===== src/cst_pkg.sv =====
// Types and constants shared by the client slot table modules.
package cst_pkg;

  localparam int MAX_ENTRIES = 32;
  localparam int ENT_W = 5;
  localparam logic [31:0] TIMEOUT_RESET = 32'd15000;

  localparam logic [1:0] REQ_CONNECT = 2'd0;
  localparam logic [1:0] REQ_ACTIVITY = 2'd1;
  localparam logic [1:0] REQ_DISCONNECT = 2'd2;
  localparam logic [1:0] REQ_TICK = 2'd3;

  localparam logic [1:0] STATUS_DONE = 2'd0;
  localparam logic [1:0] STATUS_FULL = 2'd1;
  localparam logic [1:0] STATUS_NOT_CONNECTED = 2'd2;

  typedef struct packed {
    logic [1:0]  req_type;
    logic [31:0] client_ip;
    logic [2:0]  client_index;
    logic [31:0] now_ms;
  } cst_req_t;

  typedef struct packed {
    logic [1:0] status;
    logic [2:0] entry_index;
    logic       slot_found;
    logic [2:0] slot_index;
    logic [7:0] closed_mask;
  } cst_res_t;

  typedef struct packed {
    logic                   valid;
    cst_req_t               req;
    logic                   free_found;
    logic [ENT_W-1:0]       free_idx;
    logic                   match_found;
    logic                   match_has;
    logic [ENT_W-1:0]       match_slot;
    logic [MAX_ENTRIES-1:0] used;
    logic                   hit;
    logic [7:0]             mask;
  } cst_tok_t;

  typedef struct packed {
    logic             en;
    logic [ENT_W-1:0] idx;
    logic [31:0]      ip;
    logic [31:0]      now_ms;
    logic             has_slot;
    logic [ENT_W-1:0] slot;
  } cst_wr_t;

endpackage


===== src/cst_cell.sv =====
// One table entry: holds its state, works on the passing request and hands it on.
module cst_cell
  import cst_pkg::*;
#(
  parameter int IDX = 0
) (
  input  logic        clk,
  input  logic        rst,
  input  logic [31:0] timeout,
  input  cst_wr_t     wr,
  input  cst_tok_t    tok_in,
  output cst_tok_t    tok_out
);

  localparam logic [ENT_W-1:0] MY_IDX = ENT_W'(IDX);

  logic             connected;
  logic [31:0]      address;
  logic             has_slot;
  logic [ENT_W-1:0] slot;
  logic [31:0]      last_time;

  cst_tok_t    tok_next;
  logic        addressed;
  logic        expired;
  logic        do_clear;
  logic        do_touch;
  logic [31:0] age;

  always_comb begin
    tok_next = tok_in;
    addressed = ({2'b00, tok_in.req.client_index} == MY_IDX) && connected;
    age = tok_in.req.now_ms - last_time;
    expired = connected && (age > timeout);
    do_clear = 1'b0;
    do_touch = 1'b0;
    if (tok_in.valid) begin
      case (tok_in.req.req_type)
        REQ_CONNECT: begin
          if (!tok_in.free_found && !connected) begin
            tok_next.free_found = 1'b1;
            tok_next.free_idx = MY_IDX;
          end
          if (!tok_in.match_found) begin
            if (address == tok_in.req.client_ip) begin
              tok_next.match_found = 1'b1;
              tok_next.match_has = has_slot;
              tok_next.match_slot = slot;
            end else if (has_slot) begin
              tok_next.used[slot] = 1'b1;
            end
          end
        end
        REQ_ACTIVITY: begin
          if (addressed) begin
            tok_next.hit = 1'b1;
            do_touch = 1'b1;
          end
        end
        REQ_DISCONNECT: begin
          if (addressed) begin
            tok_next.hit = 1'b1;
            do_clear = 1'b1;
          end
        end
        default: begin
          if (expired) begin
            do_clear = 1'b1;
            if (IDX < 8) begin
              tok_next.mask[MY_IDX[2:0]] = 1'b1;
            end
          end
        end
      endcase
    end
  end

  always_ff @(posedge clk) begin
    if (rst) begin
      connected <= 1'b0;
      address <= '0;
      has_slot <= 1'b0;
      slot <= '0;
      last_time <= '0;
      tok_out <= '0;
    end else begin
      tok_out <= tok_next;
      if (wr.en && (wr.idx == MY_IDX)) begin
        connected <= 1'b1;
        address <= wr.ip;
        has_slot <= wr.has_slot;
        slot <= wr.slot;
        last_time <= wr.now_ms;
      end else if (do_clear) begin
        connected <= 1'b0;
        address <= '0;
        has_slot <= 1'b0;
        slot <= '0;
        last_time <= '0;
      end else if (do_touch) begin
        last_time <= tok_in.req.now_ms;
      end
    end
  end

endmodule


===== src/cst_finish.sv =====
// End of the chain: forms the result item and the write for a connect.
module cst_finish
  import cst_pkg::*;
#(
  parameter int NUM_ENTRIES = 8
) (
  input  logic     clk,
  input  logic     rst,
  input  cst_tok_t tok,
  output cst_wr_t  wr,
  output logic     done,
  output cst_res_t result
);

  cst_res_t         res_next;
  logic             free_slot_found;
  logic [ENT_W-1:0] free_slot;
  logic             ok;
  logic [ENT_W-1:0] slot_sel;

  always_comb begin
    free_slot_found = 1'b0;
    free_slot = '0;
    for (int i = 0; i < MAX_ENTRIES; i++) begin
      if ((i < NUM_ENTRIES) && !tok.used[i] && !free_slot_found) begin
        free_slot_found = 1'b1;
        free_slot = ENT_W'(i);
      end
    end
    ok = tok.match_found ? tok.match_has : free_slot_found;
    slot_sel = tok.match_found ? tok.match_slot : free_slot;
    if (!ok) begin
      slot_sel = '0;
    end

    res_next = '0;
    wr = '0;
    wr.idx = tok.free_idx;
    wr.ip = tok.req.client_ip;
    wr.now_ms = tok.req.now_ms;
    wr.has_slot = ok;
    wr.slot = slot_sel;
    case (tok.req.req_type)
      REQ_CONNECT: begin
        if (!tok.free_found) begin
          res_next.status = STATUS_FULL;
        end else begin
          wr.en = tok.valid;
          res_next.status = STATUS_DONE;
          res_next.entry_index = tok.free_idx[2:0];
          res_next.slot_found = ok;
          res_next.slot_index = slot_sel[2:0];
        end
      end
      REQ_ACTIVITY, REQ_DISCONNECT: begin
        res_next.status = tok.hit ? STATUS_DONE : STATUS_NOT_CONNECTED;
      end
      default: begin
        res_next.status = STATUS_DONE;
        res_next.closed_mask = tok.mask;
      end
    endcase
  end

  always_ff @(posedge clk) begin
    if (rst) begin
      done <= 1'b0;
    end else begin
      done <= tok.valid;
    end
  end

  always_ff @(posedge clk) begin
    if (tok.valid) begin
      result <= res_next;
    end
  end

endmodule


===== src/client_slot_table_unit.sv =====
// Top level of the client slot table: a chain of entry cells and a finish stage.
//
// Usage: drive req and raise start; the item is taken at a rising edge with
// start high and busy low. Kinds: connect, activity, disconnect, timeout tick.
// The request walks the row of entry cells, one cell per cycle, so each cell
// compares its address and its age while the item passes by. A finish stage
// then picks the drive slot and writes the taken entry for a connect.
// Exactly one result item follows each request: done is high for one cycle
// with result valid, registered after the item leaves the last cell. busy
// stays high until that cycle, so a new request is taken only once the
// item before it has left the cell chain.
// The receiver cannot stall; result holds its value until the next item is done.
// The timeout register is written over cfg_valid/cfg_ready/cfg_data while
// the block is idle; cfg_ready is low while an item is in flight.
// Reset (rst, synchronous) clears every entry, sets the timeout to 15000 ms
// and drops any item in flight.
module client_slot_table_unit
  import cst_pkg::*;
#(
  parameter int NUM_ENTRIES = 8
) (
  input  logic        clk,
  input  logic        rst,
  input  logic        start,
  output logic        busy,
  input  cst_req_t    req,
  output logic        done,
  output cst_res_t    result,
  input  logic        cfg_valid,
  output logic        cfg_ready,
  input  logic [31:0] cfg_data
);

  logic [31:0]            timeout;
  cst_tok_t               tok_head;
  cst_tok_t               chain [0:NUM_ENTRIES];
  cst_wr_t                wr;
  logic [NUM_ENTRIES-1:0] in_flight;

  always_comb begin
    tok_head = '0;
    tok_head.valid = start && !busy;
    tok_head.req = req;
  end

  assign chain[0] = tok_head;

  for (genvar k = 0; k < NUM_ENTRIES; k++) begin : g_cell
    cst_cell #(
      .IDX(k)
    ) u_cell (
      .clk(clk),
      .rst(rst),
      .timeout(timeout),
      .wr(wr),
      .tok_in(chain[k]),
      .tok_out(chain[k+1])
    );
    assign in_flight[k] = chain[k+1].valid;
  end

  cst_finish #(
    .NUM_ENTRIES(NUM_ENTRIES)
  ) u_finish (
    .clk(clk),
    .rst(rst),
    .tok(chain[NUM_ENTRIES]),
    .wr(wr),
    .done(done),
    .result(result)
  );

  assign busy = |in_flight;
  assign cfg_ready = !busy;

  always_ff @(posedge clk) begin
    if (rst) begin
      timeout <= TIMEOUT_RESET;
    end else if (cfg_valid && cfg_ready) begin
      timeout <= cfg_data;
    end
  end

  a_one_item: assert property (@(posedge clk) disable iff (rst) $onehot0(in_flight))
    else $error("more than one item in the cell chain");

  a_busy_after_start: assert property (@(posedge clk) disable iff (rst)
    (start && !busy) |=> busy)
    else $error("accepted item did not enter the chain");

  a_done_idle: assert property (@(posedge clk) disable iff (rst) done |-> !busy)
    else $error("result strobe while an item is in flight");

  a_done_single: assert property (@(posedge clk) disable iff (rst) done |=> !done)
    else $error("result strobe repeated");

  a_status_code: assert property (@(posedge clk) disable iff (rst)
    done |-> (result.status != 2'd3))
    else $error("undefined status code");

endmodule

===== config.mk =====
export PLATFORM = sky130hd
export DESIGN_NAME = client_slot_table_unit
export DESIGN_NICKNAME = d
export VERILOG_FILES = /design/src/cst_pkg.sv /design/src/cst_cell.sv /design/src/cst_finish.sv /design/src/client_slot_table_unit.sv
export SDC_FILE = /design/constraint.sdc
export NUM_CORES = 2
export LEC_CHECK = 0
export ABC_CLOCK_PERIOD_IN_PS = 6300
export BUFFER_PORTS_ARGS = -buffer_cell sky130_fd_sc_hd__buf_4
export CAP_MARGIN = 25
export CORE_MARGIN = 1
export CORE_UTILIZATION = 41
export DETAILED_ROUTE_END_ITERATION = 8
export GPL_TIMING_DRIVEN = 1
export PLACE_DENSITY = 0.56
export SLEW_MARGIN = 5
export SYNTH_ARGS = -nofsm -noshare
export SYNTH_HDL_FRONTEND = slang
export SYNTH_SLANG_ARGS = --single-unit

===== constraint.sdc =====
create_clock -name clk -period 6.3 [get_ports clk]
set_clock_uncertainty 0.15 [all_clocks]
set_input_delay 0.315 -clock clk [delete_from_list [all_inputs] [get_ports clk]]
set_output_delay 0.315 -clock clk [all_outputs]
set_load 0.01 [all_outputs]

Word-level counts from Yosys, hierarchy flattened --
Cells that the tools add are included.
Word-level totals: word-level logic and storage cells 622, input bits 105, output and inout bits 20, register bits 1583
Cells by class: add/subtract/negate cells 8, bitwise gates (word level) 12, muxes and demuxes 252, reduce and logical (&&, ||, !) cells 135, equal/unequal tests 40, $lt $le $gt $ge 24
Operators by type and width (number):
- $mux W32 | 54
- $mux W45 | 7
- $mux W46 | 6
- $mux W39 | 7
- $eq A32 B32 Y1 | 8
- $gt A32 B32 Y1 | 8
- $sub A32 B32 Y32 | 8
- $or A32 B32 Y32 | 7
- $mux W5 | 24
- $mux W1 | 119
- $mux W7 | 8
- $logic_and A1 B1 Y1 | 48
- $lt A5 B6 Y1 const B | 8
- $mux W6 | 8
- $mux W47 | 1
- $demux W1 S5 | 8
- $ge A5 B1 Y1 const B | 8
- $reduce_or A2 Y1 | 17
- $reduce_or A3 Y1 | 10
- $logic_not A1 Y1 | 28
- $reduce_bool A3 Y1 | 8
- $eq A5 B3 Y1 const B | 4
- $eq A2 B1 Y1 const B | 9
- $eq A2 B2 Y1 const B | 9
- 17 further kinds | 49

Longest topological paths before layout --
depth in word-level cells 24, depth in mapped cells 26, depth with buffers taken out 23

Cells and area by module --
From an unflattened synthesis, not the netlist that was laid out.
Second synthesis, totals: cells, all modules 8746, area total of the unflattened synthesis 78636.7 µm²
Modules (own cells, without submodules):
- cst_cell at g_cell[1].u_cell ... | cells each 1002, times used 2, area each 9365.2 µm², sequential area each 3903.7 µm²
- cst_cell at g_cell[5].u_cell | cells each 1093, times used 1, area each 9676.8 µm², sequential area each 3903.7 µm²
- cst_cell at g_cell[4].u_cell | cells each 1092, times used 1, area each 9675.5 µm², sequential area each 3903.7 µm²
- cst_cell at g_cell[7].u_cell | cells each 1070, times used 1, area each 9618.0 µm², sequential area each 3903.7 µm²
- cst_cell at g_cell[0].u_cell | cells each 1075, times used 1, area each 9579.2 µm², sequential area each 3903.7 µm²
- cst_cell at g_cell[3].u_cell | cells each 1081, times used 1, area each 9362.7 µm², sequential area each 3903.7 µm²
- cst_cell at g_cell[6].u_cell | cells each 1049, times used 1, area each 9158.8 µm², sequential area each 3903.7 µm²
- client_slot_table_unit | cells each 146, times used 1, area each 1453.9 µm², sequential area each 640.6 µm²
- cst_finish | cells each 136, times used 1, area each 1381.3 µm², sequential area each 530.5 µm²

Worst setup path before layout --
Ideal clock, no wire load.
path kind reg-to-reg, start reg g_cell[5].u_cell.tok_out[54] (netlist name), end reg g_cell[6].u_cell.last_time[10], path slack 1010 ps, data required time 6011 ps, data arrival time 5001 ps, stages on the path, launching flop included 26, library setup time 139 ps, period minus slack after synthesis 5290 ps, cell sequence dfxtp_1 inv_1 ha_1 inv_1 fa_1 a211oi_1 o21ai_0 a2111oi_2 o221a_2 o21bai_1 a21oi_1 o21a_1 o21ai_0 xnor2_1 ha_1 nand4_1 nor4_1 nand4_1 nand2_1 or2_2 o22ai_1 nor3_1 and2_1 clkbuf_1 clkbuf_1 a221oi_1
Between the ends: cells in the longest elaborated chain, start to end 8, elaborated cells on any way between the ends 9, those cells by class 1 x add/sub; 1 x order compare; 5 x mux; 2 x reduce/logical
RTL lines:
- start, declared | line cst_cell.sv:12 | output cst_tok_t tok_out
- start signal, assigned | line cst_cell.sv:87 | tok_out <= tok_next;
- $sub A32 B32 Y32 * | line cst_cell.sv:33 | age = tok_in.req.now_ms - last_time;
- $gt A32 B32 Y1 * | line cst_cell.sv:34 | expired = connected && (age > timeout);
- $logic_and A1 B1 Y1 * | line cst_cell.sv:34
- $mux W1 * | line cst_cell.sv:67 | if (expired) begin
- $pmux W1 S2 * | line cst_cell.sv:38 | case (tok_in.req.req_type)
- $mux W1 * | line cst_cell.sv:37 | if (tok_in.valid) begin
- $mux W32 | line cst_cell.sv:94 | end else if (do_clear) begin
- $mux W32 | line cst_cell.sv:88 | if (wr.en && (wr.idx == MY_IDX)) begin
- end signal, assigned | line cst_cell.sv:93 | last_time <= wr.now_ms;
- end signal, assigned | line cst_cell.sv:101 | last_time <= tok_in.req.now_ms;
- end, declared | line cst_cell.sv:21 | logic [31:0] last_time;
Mark *: on every way between the ends. The rest lies on a longest branch, timed or not. A chain may end at the register's enable or synchronous reset.

Worst setup path in the final report --
start reg g_cell[2].u_cell.tok_out[54] (netlist name), end reg g_cell[3].u_cell.last_time[2]
Between the ends: cells in the longest elaborated chain, start to end 8, elaborated cells on any way between the ends 9, those cells by class 1 x add/sub; 1 x order compare; 5 x mux; 2 x reduce/logical
RTL lines (line):
- start, declared | cst_cell.sv:12
- start signal, assigned | cst_cell.sv:87
- $sub A32 B32 Y32 * | cst_cell.sv:33
- $gt A32 B32 Y1 * | cst_cell.sv:34
- $logic_and A1 B1 Y1 * | cst_cell.sv:34
- $mux W1 * | cst_cell.sv:67
- $pmux W1 S2 * | cst_cell.sv:38
- $mux W1 * | cst_cell.sv:37
- $mux W32 | cst_cell.sv:94
- $mux W32 | cst_cell.sv:88
- end signal, assigned | cst_cell.sv:93
- end signal, assigned | cst_cell.sv:101
- end, declared | cst_cell.sv:21
Marked as above.

==> impl_metrics.csv <==
group,metric,value,unit
global_routing,grt.overflow.total,0,
cts,cts.sinks,1364,
worst_setup_path,critPathMaxStageDelay,0.77,ns
cts,h-tree-depth,4,
timing,fmax,165,MHz
power_and_ir_drop,intPower,15.1,mW
place,gp_congestion,0.950,
hold_path,min_to,"g_cell[0].u_cell.tok_out[101]$_SDFF_PP0_",
yosys,ys.flop_type,"dfxtp_1",
yosys,yosysWarnings,0,
die,die_y,408,microns
timing,fin_ws,0.254,ns
power_and_ir_drop,switching_share,25.7,%
power_and_ir_drop,power_frac_seq,43.5,%
layout,drive_gt1_share,6.79,%
cts,clockBufferDepth,3,
layout,area_delta_synth_final,14.6,%
die,num_rows,148,
die,io_pins,125,
timing,fin_crit,6.05,ns
worst_setup_path,crit_required,6.79,ns
worst_setup_path,critPathMaxFanout,32,
die,die_width,408,microns
layout,final_common_cell,"dfxtp_1",
yosys,async_flop_share,0,%
worst_setup_path,critPathLaunchType,"register",
global_routing,grt_antenna_before_repair,2,
power_and_ir_drop,switchingPower,5.21,mW
routing,drt-total-wl,196000,microns
layout,nFillCells,15639,
timing,timing.final.crit_share,96.0,%
die,initial_utilization,41.4,%
worst_setup_path,r2r-end,"g_cell[3].u_cell.last_time[2]$_SDFFE_PP0P_",
layout,final_util,47.4,%
cts,post_cts_buffers,0,
die,die-area,166000,sq um
yosys,avgSynthCellArea,8.76,sq um
power_and_ir_drop,leakagePower,32.3,nW
timing,hold_viol,0,
yosys,synth_edf_count,17,
global_routing,grt_pass1_vias,51744,
yosys,synth_fp_nets,8353,
worst_setup_path,slowest_stage,"a2111oi_1",
routing,ant_nets,0,
cts,clk_pin_slew,0.06,ns
worst_setup_path,rrSetupSlack,0.25,ns
routing,vias_per_cell,5.35,
worst_setup_path,crit_chain,"inv_1, ha_1, inv_1, fa_1, a21oi_1, nor2_1, o31ai_1, a2111oi_1, o211a_1, o221ai_1, o311a_1, nand3_1, o311ai_0, ha_1, nand4_1, nor2_1, nand2_1, nor4_1, nand2_1, nand2_1, a221o_1, and3_1, buf_4, a211oi_1",
layout,fin_area,77300,sq um
hold_path,whs_path_depth,3,
cts,root_buffer,"clkbuf_16",
die,core_area,163000,sq um
worst_setup_path,r2r_start,"g_cell[2].u_cell.tok_out[54]$_SDFF_PP0_",
worst_setup_path,endpoint_kind,"register",
place,place_area,70400,sq um
hold_path,min_from,"req[47]",
power_and_ir_drop,vdd_drop_max,210,uV
yosys,ys_ff_latch,1364,
routing,drt_iter0_markers,3631,
power_and_ir_drop,clockPowerShare,45.6,%
global_routing,grt_usage,23.0,%
timing,max_slew.worst_pin.slew,1.07,ns
routing,drc_errors,0,
timing,grt_setup_unrepaired,"no",
place,place_ws,0.104,ns
timing,slew_headroom,28.7,%
worst_setup_path,arrival,6.54,ns
routing,wire_per_inst,19.5,microns
layout,nNetsFinal,8437,
timing,tns,0,ns
global_routing,grt_start_max_net_pins,210,
worst_setup_path,crit_family,"compound AO/OA/AOI/OAI gates",
place,dp_hpwl,146000,microns
yosys,syn_area,67500,sq um
layout,stdcell_count,10089,
place,dp.cells,9654,
yosys,synth_cells,7702,
hold_path,hold_class,"in -> reg",
timing,setup_viol,0,
run,maxCapViolCount,0,
outcome,outcome,"complete, no violations",
timing,slew_violations,0,
cts,cts_buffers,155,
cts,insertion_delay,0.82,ns
layout,layout_common_cells,"1347 x dfxtp_1, 635 x nor2_1, 628 x nor2b_1, 548 x nand2_1, 538 x ha_1",
worst_setup_path,rr_worst_depth,24,
yosys,yosysSeqAreaShare,40.7,%
place,io_buffers,124,
global_routing,grt_pass1_wl,303000,microns
worst_setup_path,critPathMostFrequentCell,"nand2_1",
worst_setup_path,critPathBufInv,3,
power_and_ir_drop,powerDensity,262,nW/um^2
routing,drt_pass1_iterations,7,
routing,vias,54020,
yosys,ys_types,81,
worst_setup_path,crit_type,"reg -> reg",
power_and_ir_drop,p_comb_share,10.9,%
cts,cts_tree,"built",
-- tightest hold or removal path: stages --
cell and delay (ns):
dlygate4sd3_1 0.52, buf_4 0.11, nor2b_1 0.11
-- power groups by stage --
stage          logic (mW)  registers [mW]  clock network [mW]
6_report             2.20            8.81                9.25
4_1_cts              2.18            8.81                9.46
2_1_floorplan        1.51            8.96                   0
5_1_grt              2.46            8.82                9.83
3_3_place_gp         2.05            9.00                   0
3_5_place_dp         2.10            9.00                   0
-- cell type report --
cell class / instances / area, sq um / share of cell area (%)
antenna: 1 / 2.50 / 0.00324
clock buffer: 218 / 4460 / 5.76
clock inverter: 66 / 878 / 1.14
inverter: 402 / 1510 / 1.95
multi-input combinational: 5506 / 37000 / 47.8
sequential: 1364 / 27500 / 35.5
tap: 2175 / 2720 / 3.52
timing repair buffer: 357 / 3310 / 4.28
-- worst max path at each step --
stage | startpoint | end | slack, ns | cells after the start
final | g_cell[2].u_cell.tok_out[54]$_SDFF_PP0_ | g_cell[3].u_cell.last_time[2]$_SDFFE_PP0P_ | 0.25 | 24
after global routing | g_cell[0].u_cell.last_time[0]$_SDFFE_PP0P_ | g_cell[0].u_cell.last_time[29]$_SDFFE_PP0P_ | 0.01 | 24
after CTS | g_cell[4].u_cell.tok_out[54]$_SDFF_PP0_ | g_cell[5].u_cell.last_time[10]$_SDFFE_PP0P_ | 0.07 | 24
after detailed placement | g_cell[4].u_cell.tok_out[54]$_SDFF_PP0_ | g_cell[5].u_cell.last_time[1]$_SDFFE_PP0P_ | 0.10 | 24
after global placement | g_cell[4].u_cell.tok_out[54]$_SDFF_PP0_ | g_cell[5].u_cell.last_time[1]$_SDFFE_PP0P_ | 0.12 | 24
after floorplan | g_cell[5].u_cell.tok_out[54]$_SDFF_PP0_ | g_cell[6].u_cell.last_time[10]$_SDFFE_PP0P_ | 1.01 | 25
-- sequential cells by signal, indices dropped and copies added (netlist names) --
register	cells
g_cell.u_cell.address	256
g_cell.u_cell.has_slot	8
g_cell.u_cell.slot	40
g_cell.u_cell.tok_out	746
u_finish.done	1
g_cell.u_cell.connected	8
g_cell.u_cell.last_time	256
timeout	32
u_finish.result	17
-- per-stage QoR --
stage	power [mW]	hold slack, ns
2_1_floorplan	10.5	0.241
3_3_place_gp	11.1	0.253
3_5_place_dp	11.1	0.247
4_1_cts	20.5	0.0456
5_1_grt	21.1	0.0929
6_report	20.3	0.111
-- cell usage after synthesis, types with 12 or more instances --
| cell | instances | area share, % |
|---|---|---|
| nand3_1 | 253 | 1.9 |
| nand4_1 | 97 | 0.90 |
| xor2_1 | 195 | 2.5 |
| a22o_1 | 70 | 0.91 |
| a211oi_1 | 91 | 1.0 |
| o21a_1 | 53 | 0.59 |
| and2_1 | 28 | 0.26 |
| edfxtp_1 | 17 | 0.76 |
| nor2b_1 | 628 | 5.8 |
| o21ai_0 | 302 | 2.2 |
| nor3_1 | 133 | 0.99 |
| buf_2 | 24 | 0.18 |
| a21oi_1 | 533 | 4.0 |
| o21ai_1 | 31 | 0.23 |
| a22oi_1 | 41 | 0.46 |
| a21o_1 | 170 | 1.9 |
| o31ai_1 | 14 | 0.16 |
| a2111oi_0 | 41 | 0.53 |
| a31oi_1 | 83 | 0.77 |
| a221oi_1 | 72 | 0.93 |
| o211ai_1 | 56 | 0.62 |
| or2_2 | 12 | 0.11 |
| a31o_2 | 13 | 0.17 |
| clkbuf_1 | 329 | 1.8 |
| xnor2_1 | 281 | 3.6 |
| a2bb2oi_1 | 66 | 0.86 |
| dfxtp_1 | 1347 | 40 |
| a21boi_0 | 12 | 0.13 |
| ha_1 | 538 | 10 |
| o211a_1 | 67 | 0.99 |
| nor4_1 | 53 | 0.49 |
| buf_1 | 47 | 0.26 |
| nor2_1 | 644 | 3.6 |
| clkbuf_2 | 27 | 0.20 |
| mux2i_1 | 75 | 1.1 |
| inv_1 | 401 | 2.2 |
| nand2b_1 | 32 | 0.30 |
| nand2_1 | 552 | 3.1 |
| o21bai_1 | 62 | 0.69 |
| and3_1 | 45 | 0.42 |
-- repair_timing --
action	4_1_cts	5_1_grt
setup endpoints to repair	0	185
hold buffers	145	0
resized for setup	0	12
hold endpoints to repair	151	0
-- kinds of logic after synthesis --
kind of cell	share of synthesized area, %
AO/OA/AOI/OAI	18.4
XOR/XNOR	6.18
adder cells (fa/ha/maj)	10.2
buffers and inverters	4.74
flip-flops	40.7
multiplexers	1.11
AND/OR/NAND/NOR	18.6
-- metal layers --
| layer | GRT usage [%] | up-vias | wire, microns |
|---|---|---|---|
| li1 | - | 26983 | - |
| met1 | 35.0 | 25498 | 102000 |
| met4 | 6.33 | 0 | 4510 |
| met2 | 33.6 | 1293 | 80400 |
| met5 | 0 | - | 0 |
| met3 | 3.05 | 246 | 9710 |
(Power assumes the default switching activity.)
